### config.mk
export PLATFORM = sky130hd
export DESIGN_NAME = overwrite_oldest_frame_slots
export DESIGN_NICKNAME = d
export VERILOG_FILES = /design/src/hw/rtl/owfs_pkg.sv /design/src/hw/rtl/owfs_ram.sv /design/src/hw/rtl/overwrite_oldest_frame_slots.sv
export SDC_FILE = /design/constraint.sdc
export NUM_CORES = 1
export LEC_CHECK = 0
export ABC_AREA = 1
export BUFFER_PORTS_ARGS = -buffer_cell sky130_fd_sc_hd__buf_2
export CAP_MARGIN = 20
export CORE_MARGIN = 5
export CORE_UTILIZATION = 29
export DETAILED_ROUTE_END_ITERATION = 10
export RECOVER_POWER = 25
export REMOVE_ABC_BUFFERS = 1
export SLEW_MARGIN = 0
export SYNTH_ARGS = -nofsm -noshare
export SYNTH_HDL_FRONTEND = slang
export SYNTH_SLANG_ARGS = --single-unit
### constraint.sdc
create_clock -name clk -period 9.1 [get_ports clk]
set_clock_uncertainty 0.05 [all_clocks]
set_input_delay 0.455 -clock clk [delete_from_list [all_inputs] [get_ports clk]]
set_output_delay 0.455 -clock clk [all_outputs]
set_load 0.02 [all_outputs]
### src/hw/rtl/owfs_pkg.sv
// ----------------------------------------------------------------------------
// owfs_pkg
// Request and response types, command codes, status codes and slot states
// shared by the frame slot store.
// ----------------------------------------------------------------------------
package owfs_pkg;

  localparam logic [1:0] CMD_WRITE = 2'd0;
  localparam logic [1:0] CMD_READ  = 2'd1;
  localparam logic [1:0] CMD_END   = 2'd2;

  localparam logic [1:0] STS_DONE      = 2'd0;
  localparam logic [1:0] STS_OVERWROTE = 2'd1;
  localparam logic [1:0] STS_NO_UNREAD = 2'd2;
  localparam logic [1:0] STS_DROPPED   = 2'd3;

  localparam logic [1:0] SLOT_EMPTY   = 2'd0;
  localparam logic [1:0] SLOT_UNREAD  = 2'd1;
  localparam logic [1:0] SLOT_READING = 2'd2;

  localparam int STAMP_WIDTH = 32;

  typedef struct packed {
    logic [1:0]         cmd;
    logic signed [31:0] frame_value;
    logic [2:0]         slot_index;
  } req_t;

  typedef struct packed {
    logic [1:0]         status;
    logic [2:0]         slot_used;
    logic signed [31:0] read_value;
    logic [31:0]        read_stamp;
  } rsp_t;

endpackage

### src/hw/rtl/owfs_ram.sv
// ----------------------------------------------------------------------------
// owfs_ram
// Generic memory with one write port and one registered read port.
// ----------------------------------------------------------------------------
module owfs_ram #(
  parameter int WIDTH = 64,
  parameter int DEPTH = 8
) (
  input  logic                     clk,
  input  logic                     we,
  input  logic [$clog2(DEPTH)-1:0] waddr,
  input  logic [WIDTH-1:0]         wdata,
  input  logic [$clog2(DEPTH)-1:0] raddr,
  output logic [WIDTH-1:0]         rdata
);

  logic [WIDTH-1:0] mem [DEPTH];

  always_ff @(posedge clk) begin
    if (we) begin
      mem[waddr] <= wdata;
    end
    rdata <= mem[raddr];
  end

endmodule

### src/hw/rtl/overwrite_oldest_frame_slots.sv
// ----------------------------------------------------------------------------
// overwrite_oldest_frame_slots
// Frame slot store that overwrites the oldest unread frame when it is full.
// ----------------------------------------------------------------------------
// A write request goes to the lowest empty slot, or else replaces the oldest
// unread frame; a begin-read request claims the oldest unread frame and an
// end-read request frees a slot. One request is handled at a time. A write
// that finds an empty slot, an end-read and an unused command go from
// acceptance straight to S_DONE. A write into a full store and a begin-read
// first search for the oldest unread frame, which reads one stamp per cycle
// from the slot memory through a single age comparator in S_SCAN; a
// begin-read that claims a frame then reads it out in S_FETCH. A finished
// response waits in the output register while the next request is accepted.
module overwrite_oldest_frame_slots #(
  parameter int SLOT_COUNT = 8,
  parameter int DATA_WIDTH = 32
) (
  input  logic           clk,
  input  logic           rst,
  input  logic           req_valid,
  output logic           req_ready,
  input  owfs_pkg::req_t req,
  output logic           rsp_valid,
  input  logic           rsp_ready,
  output owfs_pkg::rsp_t rsp
);

  import owfs_pkg::*;

  localparam int SLOT_W = $clog2(SLOT_COUNT);
  localparam int RAM_W  = STAMP_WIDTH + DATA_WIDTH;
  localparam logic [SLOT_W-1:0] LAST_SLOT = SLOT_W'(SLOT_COUNT - 1);

  typedef enum logic [2:0] {
    S_IDLE,
    S_SCAN,
    S_ACT,
    S_FETCH,
    S_DONE
  } state_t;

  state_t                 state;
  req_t                   cur;
  rsp_t                   res;
  logic [1:0]             slot_state [SLOT_COUNT];
  logic [31:0]            seq;
  logic [SLOT_W:0]        scan_cnt;
  logic                   rd_vld;
  logic [SLOT_W-1:0]      rd_idx;
  logic                   found;
  logic [SLOT_W-1:0]      best_idx;
  logic [31:0]            best_age;

  logic                   empty_any;
  logic [SLOT_W-1:0]      empty_idx;
  logic                   ram_we;
  logic [SLOT_W-1:0]      ram_waddr;
  logic [RAM_W-1:0]       ram_wdata;
  logic [SLOT_W-1:0]      ram_raddr;
  logic [RAM_W-1:0]       ram_rdata;
  logic signed [31:0]     wr_value;
  logic [63:0]            wr_wide;
  logic [31:0]            age;

  function automatic logic [2:0] used3(logic [SLOT_W-1:0] i);
    logic [SLOT_W+2:0] w;
    w = {3'b000, i};
    return w[2:0];
  endfunction

  function automatic logic [31:0] widen(logic [DATA_WIDTH-1:0] d);
    logic [DATA_WIDTH+63:0] w;
    w = {{64{d[DATA_WIDTH-1]}}, d};
    return w[31:0];
  endfunction

  always_comb begin
    empty_any = 1'b0;
    empty_idx = '0;
    for (int i = SLOT_COUNT - 1; i >= 0; i--) begin
      if (slot_state[i] == SLOT_EMPTY) begin
        empty_any = 1'b1;
        empty_idx = SLOT_W'(i);
      end
    end
  end

  assign wr_value  = (state == S_IDLE) ? req.frame_value : cur.frame_value;
  assign wr_wide   = {{32{wr_value[31]}}, wr_value};
  assign age       = seq - ram_rdata[DATA_WIDTH +: STAMP_WIDTH];
  assign req_ready = (state == S_IDLE);

  always_comb begin
    ram_we    = 1'b0;
    ram_waddr = empty_idx;
    ram_wdata = {seq, wr_wide[DATA_WIDTH-1:0]};
    ram_raddr = scan_cnt[SLOT_W-1:0];
    if (state == S_IDLE) begin
      ram_we = req_valid && (req.cmd == CMD_WRITE) && empty_any;
    end else if (state == S_ACT) begin
      ram_we    = found && (cur.cmd == CMD_WRITE);
      ram_waddr = best_idx;
      ram_raddr = best_idx;
    end
  end

  owfs_ram #(
    .WIDTH(RAM_W),
    .DEPTH(SLOT_COUNT)
  ) u_slot_ram (
    .clk  (clk),
    .we   (ram_we),
    .waddr(ram_waddr),
    .wdata(ram_wdata),
    .raddr(ram_raddr),
    .rdata(ram_rdata)
  );

  always_ff @(posedge clk) begin
    if (rst) begin
      state     <= S_IDLE;
      seq       <= 32'd1;
      rsp_valid <= 1'b0;
      rd_vld    <= 1'b0;
      found     <= 1'b0;
      scan_cnt  <= '0;
      for (int i = 0; i < SLOT_COUNT; i++) begin
        slot_state[i] <= SLOT_EMPTY;
      end
    end else begin
      unique case (state)
        S_IDLE: begin
          if (req_valid) begin
            cur <= req;
            unique case (req.cmd)
              CMD_WRITE: begin
                if (empty_any) begin
                  slot_state[empty_idx] <= SLOT_UNREAD;
                  seq   <= seq + 32'd1;
                  res   <= '{STS_DONE, used3(empty_idx), 32'sd0, 32'd0};
                  state <= S_DONE;
                end else begin
                  found    <= 1'b0;
                  scan_cnt <= '0;
                  rd_vld   <= 1'b0;
                  state    <= S_SCAN;
                end
              end
              CMD_READ: begin
                found    <= 1'b0;
                scan_cnt <= '0;
                rd_vld   <= 1'b0;
                state    <= S_SCAN;
              end
              CMD_END: begin
                if (int'(req.slot_index) < SLOT_COUNT) begin
                  slot_state[SLOT_W'(req.slot_index)] <= SLOT_EMPTY;
                end
                res   <= '{STS_DONE, req.slot_index, 32'sd0, 32'd0};
                state <= S_DONE;
              end
              default: begin
                res   <= '0;
                state <= S_DONE;
              end
            endcase
          end
        end
        S_SCAN: begin
          rd_vld <= (int'(scan_cnt) < SLOT_COUNT);
          rd_idx <= scan_cnt[SLOT_W-1:0];
          if (int'(scan_cnt) < SLOT_COUNT) begin
            scan_cnt <= scan_cnt + 1'b1;
          end
          if (rd_vld && (slot_state[rd_idx] == SLOT_UNREAD) &&
              (!found || (age > best_age))) begin
            found    <= 1'b1;
            best_idx <= rd_idx;
            best_age <= age;
          end
          if (rd_vld && (rd_idx == LAST_SLOT)) begin
            state <= S_ACT;
          end
        end
        S_ACT: begin
          if (!found) begin
            res   <= '{(cur.cmd == CMD_WRITE) ? STS_DROPPED : STS_NO_UNREAD,
                       3'd0, 32'sd0, 32'd0};
            state <= S_DONE;
          end else if (cur.cmd == CMD_WRITE) begin
            slot_state[best_idx] <= SLOT_UNREAD;
            seq   <= seq + 32'd1;
            res   <= '{STS_OVERWROTE, used3(best_idx), 32'sd0, 32'd0};
            state <= S_DONE;
          end else begin
            slot_state[best_idx] <= SLOT_READING;
            state <= S_FETCH;
          end
        end
        S_FETCH: begin
          res   <= '{STS_DONE, used3(best_idx),
                     widen(ram_rdata[DATA_WIDTH-1:0]),
                     ram_rdata[DATA_WIDTH +: STAMP_WIDTH]};
          state <= S_DONE;
        end
        S_DONE: begin
          if (!rsp_valid || rsp_ready) begin
            state <= S_IDLE;
          end
        end
      endcase

      if ((state == S_DONE) && (!rsp_valid || rsp_ready)) begin
        rsp       <= res;
        rsp_valid <= 1'b1;
      end else if (rsp_ready) begin
        rsp_valid <= 1'b0;
      end
    end
  end

endmodule
==> results of run 1 <==
==> cells in the final DEF (no fill, tap or decap), drive strengths merged, types with 11 or more instances in the layout <==
cell type and n:
edfxtp 738, nand2 686, nor2 539, o21ai 289
inv 228, clkbuf 186, dfxtp 109, a21oi 90
buf 70, o211ai 66, or2 66, ha 65
nand3 50, dlygate4sd3 34, clkinv 32, xor2 27
nor3 23, o21bai 15, nand4 14, xnor2 11
bufinv 11
==> routing by layer <==
layer,share of wire (%),global-route usage (%)
met5,0.015,0
met4,2.9,4.463
met3,5.0,2.042
met2,47,21.25
met1,45,17.38
==> registers in the layout (all words and copies together) (netlist names), named ones only <==
register          cells
rd_idx                3
seq                  32
state                 3
cur                  34
scan_cnt              4
rd_vld                1
rsp                  69
u_slot_ram.mem      512
rsp_valid             1
best_idx              3
found                 1
best_age             32
slot_state           16
res                  69
u_slot_ram.rdata     64
==> worst paths after layout <==
check,from,end,cells after the start
max reg2reg,seq[0],best_age[11],23
min,rsp_ready,rsp_valid,4
max,seq[0],best_age[11],23
min reg2reg,res[16],rsp[16],0
==> timing repair <==
action	4_1_cts	5_1_grt
hold buffers	34	0
hold endpoints to repair	34	0
endpoints found under the setup margin	0	0
==> worst register-to-register path: stages (launching register included) <==
cell	delay [ns]
dfxtp_1	0.58
inv_1	0.15
ha_1	0.22
inv_1	0.08
fa_1	0.19
nand2_1	0.06
inv_1	0.06
nand2_1	0.05
nand2_1	0.10
a21oi_1	0.15
o21ai_0	0.57
nand3_1	0.18
nand3_1	0.12
nand2_1	0.07
ha_1	0.27
nand2_1	0.07
nor2_1	0.13
nand4_1	0.15
nor2_1	0.20
nand2_1	0.07
nand2_1	0.05
nand2_1	0.08
a21oi_4	0.48
buf_16	0.24
==> power groups by stage <==
stage	registers (mW)	clock network (mW)	logic, mW
after floorplan	5.46	0	2.12
after global placement	5.41	0	3.25
after detailed placement	5.41	0	3.28
after CTS	5.33	3.83	3.31
after global routing	5.38	3.99	3.66
final	5.33	3.73	3.24
==> cell families after synthesis <==
| family | Yosys count | share of synthesized area [%] |
|---|---|---|
| and+or+nand+nor | 1391 | 15.88 |
| DFF | 847 | 68.91 |
| AOI/OAI and AO/OA | 486 | 7.637 |
| buffers and inverters | 346 | 4.201 |
| adders and majority gates | 66 | 2.359 |
| xor gates and xnor gates | 38 | 0.9422 |
| muxes | 2 | 0.06375 |
==> cell type report <==
| class | count | area (µm²) | share of cell area, % |
|---|---|---|---|
| timing repair buffer | 175 | 1066 | 2.603 |
| clock buffer | 115 | 2426 | 5.924 |
| clock inverter | 51 | 631.9 | 1.543 |
| multi-input combinational | 1983 | 9602 | 23.45 |
| sequential | 847 | 24340 | 59.45 |
| tap | 1625 | 2033 | 4.965 |
| inverter | 224 | 845.8 | 2.065 |
| antenna | 1 | 2.502 | 0.006111 |
==> per-stage QoR <==
step           cells  worst slack [ns]
2_1_floorplan   3054            0.8036
3_3_place_gp    4818             4.203
3_5_place_dp    4819             4.112
4_1_cts         5019             4.063
5_1_grt         5020             3.842
6_report        5021             4.384
==> results.py, run 1 <==
metrics = {
    "drt": {
        "drt_drc_violations_left": 0,
        "num_vias": 22762,
        "detail-route-antenna-nets": 0,
        "post_detailed_route_via_to_cell_ratio": 4.533,
        "wire_per_inst_um": 17.12,
        "drt_iter0_markers": 1864,
        "dr.pass1.iters": 7,
        "detail_route.wirelength_um": 85970,
    },
    "worst_setup_path": {
        "worst_path_most_repeated_cell": "nand2_1",
        "crit_path_top_delay_cell": "dfxtp_1",
        "cp_max_fo": 22,
        "timing.critical_path.arrival_ns": 5.00,
        "critPathBufInv": 4,
        "critical_path.top_delay_family": "simple AND/OR/NAND/NOR gates",
        "worst_ep_required_time_ns": 9.38,
        "criticalPathCategory": "flop to flop",
        "path_cells": "inv_1, ha_1, inv_1, fa_1, nand2_1, inv_1, nand2_1, nand2_1, a21oi_1, o21ai_0, nand3_1, nand3_1, nand2_1, ha_1, nand2_1, nor2_1, nand4_1, nor2_1, nand2_1, nand2_1, nand2_1, a21oi_4, buf_16",
        "max_stage_delay_ns": 0.58,
        "rrSetupSlack_ns": 4.38,
        "kind_of_capture_point_of_the_worst_setup_path": "flop",
        "critPathLaunchType": "flop",
    },
    "logic_synthesis": {
        "ys_seq_area_share_pct": 68.91,
        "synthCells": 3176,
        "postSynthRegisterBits": 847,
        "number_of_library_cell_types_mapped_by_synthesis": 41,
        "netlist.top_cell.by_area": "edfxtp_1",
        "synth_top_area_share_pct": 62.74,
        "asyncSetResetFlopFracSynth_pct": 0,
        "yosysWarnings": 0,
        "synthFlopType": "edfxtp_1",
        "yosys-top-cells-count": "edfxtp_1, nand2_1, nor2_1",
        "post-synth-top-count-cell": "edfxtp_1",
        "synth_area_mm2": 0.03532,
        "syn_avg_cell_area_um2": 11.12,
        "ys_top_cells_by_area": "edfxtp_1, nand2_1, dfxtp_1",
        "synth_edf_count": 738,
    },
    "clock_tree": {
        "ctsRootBufferMaster": "clkbuf_16",
        "clock_tree_buffer_depth": 3,
        "cts_buffers": 88,
        "clkLatencyLatePin_ns": 0.65,
        "worst_setup_hold_path_clk_slew_ns": 0.06,
        "post-cts-setup-buffers": 0,
        "htreeDepth": 3,
        "cts_tree": "done",
        "post_cts.resized_instances": 0,
        "cts_sinks": 847,
    },
    "pwr": {
        "cell_internal_pwr_mw": 8.233,
        "irDropWorstVdd_mv": 0.1676,
        "power_frac_comb_pct": 26.4,
        "share_clk_of_total_power_pct": 30.3,
        "static-leakage-power_nw": 15.03,
        "pwr_density_cell_mw_per_mm2": 300.2,
        "switchingPower_mw": 4.059,
        "total_power_mw": 12.29,
        "sequentialPowerShare_pct": 43.3,
        "switching_share_pct": 33.02,
    },
    "floorplan": {
        "die_h_um": 359.0,
        "floorplan.die_area_mm2": 0.1289,
        "initial_util_pct": 29.10,
        "die-width_um": 359.0,
        "number_of_i_o_pins": 112,
        "rows": 128,
        "floorplan.core_area_mm2": 0.1214,
    },
    "final_layout": {
        "post-route-util_pct": 33.73,
        "post_route_cells_drive_above_1_share_pct": 9.072,
        "fin_area_mm2": 0.04095,
        "layout.nets": 3426,
        "area.growth.synth_to_final_pct": 15.93,
        "fillers": 12159,
    },
    "grt": {
        "antenna_violations_before_repair": 2,
        "grt-ovfl-total": 0,
        "via_count_of_the_first_global_routing_pass": 21930,
        "grt.total_usage_pct": 12.91,
        "global_route_wire_length_before_repair_um": 131700,
        "grt_start_max_net_pins": 205,
    },
    "sta": {
        "relSlewSlack_pct": 27.47,
        "timing.final.setup_violations": 0,
        "timing_worst_slew_pin_value_ns": 1.088,
        "hold_vio_cnt_final": 0,
        "finalHoldWorstSlack_ns": 0.1097,
        "report.final.slew_viol_count": 0,
        "grt_setup_unrepaired": "no",
        "layout_min_cycle_time_ns": 4.716,
        "max_freq_mhz": 212.0,
        "layout_worst_path_cycle_share_pct": 51.83,
        "totalNegativeSetupSlack_ns": 0,
    },
    "outcome": {
        "result_of_the_run": "finished, final reports clean",
    },
    "job": {
        "max_cap_viol_count": 0,
    },
    "worst_hold_path": {
        "hold_path_class": "primary input to flop",
    },
    "placement": {
        "placedInstanceArea_mm2": 0.03762,
        "gp_congestion": 0.8841,
        "half_perimeter_wire_length_after_detailed_placement_um": 51390,
        "placement.io_buffers": 111,
    },
}
Power figures use the tool's default switching activity.
==> run 2: changes to the inputs <==
clock period = 4.5 ns   (was 9.1 ns; I/O delays follow)
==> results.py, run 2 (synthesis results as in run 1) <==
metrics = {
    "outcome": {
        "result_of_the_run": "finished, final reports clean",
    },
    "worst_hold_path": {
        "worst_hold_path.num_cells": 5,
        "holdCritStartpoint": "req[2]",
        "hold_path_class": "primary input to flop",
        "timing.hold.worst_endpoint": "res[66]",
    },
    "worst_setup_path": {
        "criticalPathCategory": "flop to flop",
        "rrSetupSlack_ns": 0.37,
        "timing.critical_path.arrival_ns": 4.42,
        "number_of_cells_traversed_by_the_worst_register_to_register_path": 18,
        "worst_ep_required_time_ns": 4.79,
        "r2r-end": "best_age[9]",
        "critPathLaunchType": "flop",
        "cp_max_fo": 32,
        "kind_of_capture_point_of_the_worst_setup_path": "flop",
        "startpoint_of_the_worst_slack_reg_to_reg_timing_path": "seq[10]",
    },
    "sta": {
        "layout_worst_path_cycle_share_pct": 91.88,
        "timing.final.setup_violations": 0,
        "timing_worst_slew_pin_value_ns": 1.104,
        "layout_min_cycle_time_ns": 4.134,
        "relSlewSlack_pct": 26.35,
        "report.final.slew_viol_count": 0,
        "max_freq_mhz": 241.9,
        "hold_vio_cnt_final": 0,
        "finalHoldWorstSlack_ns": 0.05640,
        "grt_setup_unrepaired": "no",
    },
    "grt": {
        "grt-ovfl-total": 0,
        "grt_start_max_net_pins": 151,
        "grt_use_met3_pct": 2.469,
        "grt.met1_usage_pct": 17.94,
        "global_route_wire_length_before_repair_um": 136300,
        "via_count_of_the_first_global_routing_pass": 22518,
        "antenna_violations_before_repair": 2,
        "busiest_layer": "met2",
        "grt_use_met2_pct": 22.10,
        "grt.total_usage_pct": 13.40,
    },
    "final_layout": {
        "finish.cell_count_without_fillers": 5068,
        "multi_input_comb_area_mm2": 0.009604,
        "fillers": 12188,
        "largest_reg_flops": 512,
        "fin_area_mm2": 0.04153,
        "seq_area_mm2": 0.02434,
        "top_library_cells_by_usage_in_the_layout_fill_and_taps_aside": "edfxtp_1, nand2_1, nor2_1",
        "layout.cells.most_common": "edfxtp_1",
        "largest-register": "u_slot_ram.mem",
        "layout.nets": 3472,
        "layout_top_registers": "u_slot_ram.mem: 512 flops, res: 69 flops, rsp: 69 flops",
        "area.growth.synth_to_final_pct": 17.56,
        "post_route_cells_drive_above_1_share_pct": 9.503,
    },
    "drt": {
        "post_detailed_route_via_to_cell_ratio": 4.545,
        "detail-route-antenna-nets": 0,
        "num_vias": 23033,
        "wire_per_inst_um": 17.53,
        "drt_iter0_markers": 1637,
        "drt_drc_violations_left": 0,
        "dr.pass1.iters": 5,
        "detail_route.wirelength_um": 88860,
    },
    "placement": {
        "placed_cells_incl_taps": 4864,
        "placedInstanceArea_mm2": 0.03824,
        "placement.io_buffers": 111,
        "gp_congestion": 0.9029,
        "half_perimeter_wire_length_after_detailed_placement_um": 55030,
    },
    "floorplan": {
        "floorplan.die_area_mm2": 0.1289,
        "number_of_i_o_pins": 112,
        "die-width_um": 359.0,
        "floorplan.core_area_mm2": 0.1214,
        "die_h_um": 359.0,
        "rows": 128,
        "initial_util_pct": 29.10,
    },
    "clock_tree": {
        "clock_tree_buffer_depth": 3,
        "worst_setup_hold_path_clk_slew_ns": 0.06,
        "htreeDepth": 3,
        "clkLatencyLatePin_ns": 0.67,
        "cts_buffers": 88,
        "cts_sinks": 847,
        "cts_tree": "done",
        "ctsRootBufferMaster": "clkbuf_16",
        "post-cts-setup-buffers": 0,
    },
    "pwr": {
        "irDropWorstVdd_mv": 0.3253,
        "pwr_density_cell_mw_per_mm2": 609.1,
        "static-leakage-power_nw": 15.25,
    },
    "job": {
        "max_cap_viol_count": 0,
    },
}
==> run 2: cell types whose count changed in the layout (fill, tap and decap cells not counted), moves of 3 or more <==
cell / delta
clkbuf_1: +34
buf_4: -3
clkbuf_8: +4
buf_2: -4
clkinv_1: -8
buf_12: +22
==> run 2: power breakdown <==
part / leakage, nW / switching [mW] / internal (mW)
Combinational: 6.09 / 4.95 / 1.88
Sequential: 7.64 / 0.296 / 10.4
Clock: 1.53 / 3.11 / 4.62
Total: 15.3 / 8.36 / 16.9
==> run 2: cell type report <==
type                            count  area share [%]
Antenna cell                        2         0.01205
Clock buffer                      125           6.131
Clock inverter                     41           1.398
Inverter                          224           2.037
Multi-Input combinational cell   1983           23.13
Sequential cell                   847           58.62
Tap cell                         1625           4.896
Timing Repair Buffer              221           3.778
==> run 2: per-layer routing <==
layer,wire length [µm],up-vias
met5,0,-
met4,2441,0
met3,4736,133
met2,41920,577
met1,39760,11105
li1,-,11218
==> run 2: metrics by stage <==
| step | util, % | power (mW) | worst slack, ns | TNS (ns) |
|---|---|---|---|---|
| final | 34.21 | 25.29 | 0.3655 | 0 |
| after global routing | 34.21 | 26.76 | 0.06371 | 0 |
| after CTS | 34.37 | 25.66 | 0.2965 | 0 |
| after detailed placement | 31.50 | 17.84 | 0.3790 | 0 |
| after global placement | 31.50 | 17.74 | 0.4191 | 0 |
| after floorplan | - | 15.33 | -3.796 | -876.78 |
==> run 2: worst max-delay path: stages (launching register included) <==
cell and delay (ns):
dfxtp_1 0.58, ha_1 0.30, nand2_1 0.17, o21ai_0 0.33
a21boi_0 0.18, a21boi_0 0.43, nor2_1 0.07, nand2_1 0.08
nand2_1 0.11, ha_1 0.33, nand2_1 0.07, nor2_1 0.15
nand4_1 0.09, nor2_1 0.16, nand2_1 0.08, nand2_1 0.06
nand2_1 0.10, a21oi_4 0.23, buf_12 0.24
==> run 2: how the worst max path moves through the flow <==
stage | start | end | depth (start not counted)
3_3_place_gp | seq[0] | best_age[7] | 24
4_1_cts | seq[0] | best_age[2] | 24
6_report | seq[10] | best_age[9] | 18
5_1_grt | seq[10] | best_age[2] | 18
3_5_place_dp | seq[0] | best_age[8] | 23
2_1_floorplan | state[1] | res[0] | 4
==> run 2: what timing repair did <==
action                                  CTS  global route
endpoints found under the hold margin   235             0
gates resized for setup                   0             1
hold buffers                             36             0
endpoints found under the setup margin    0            32
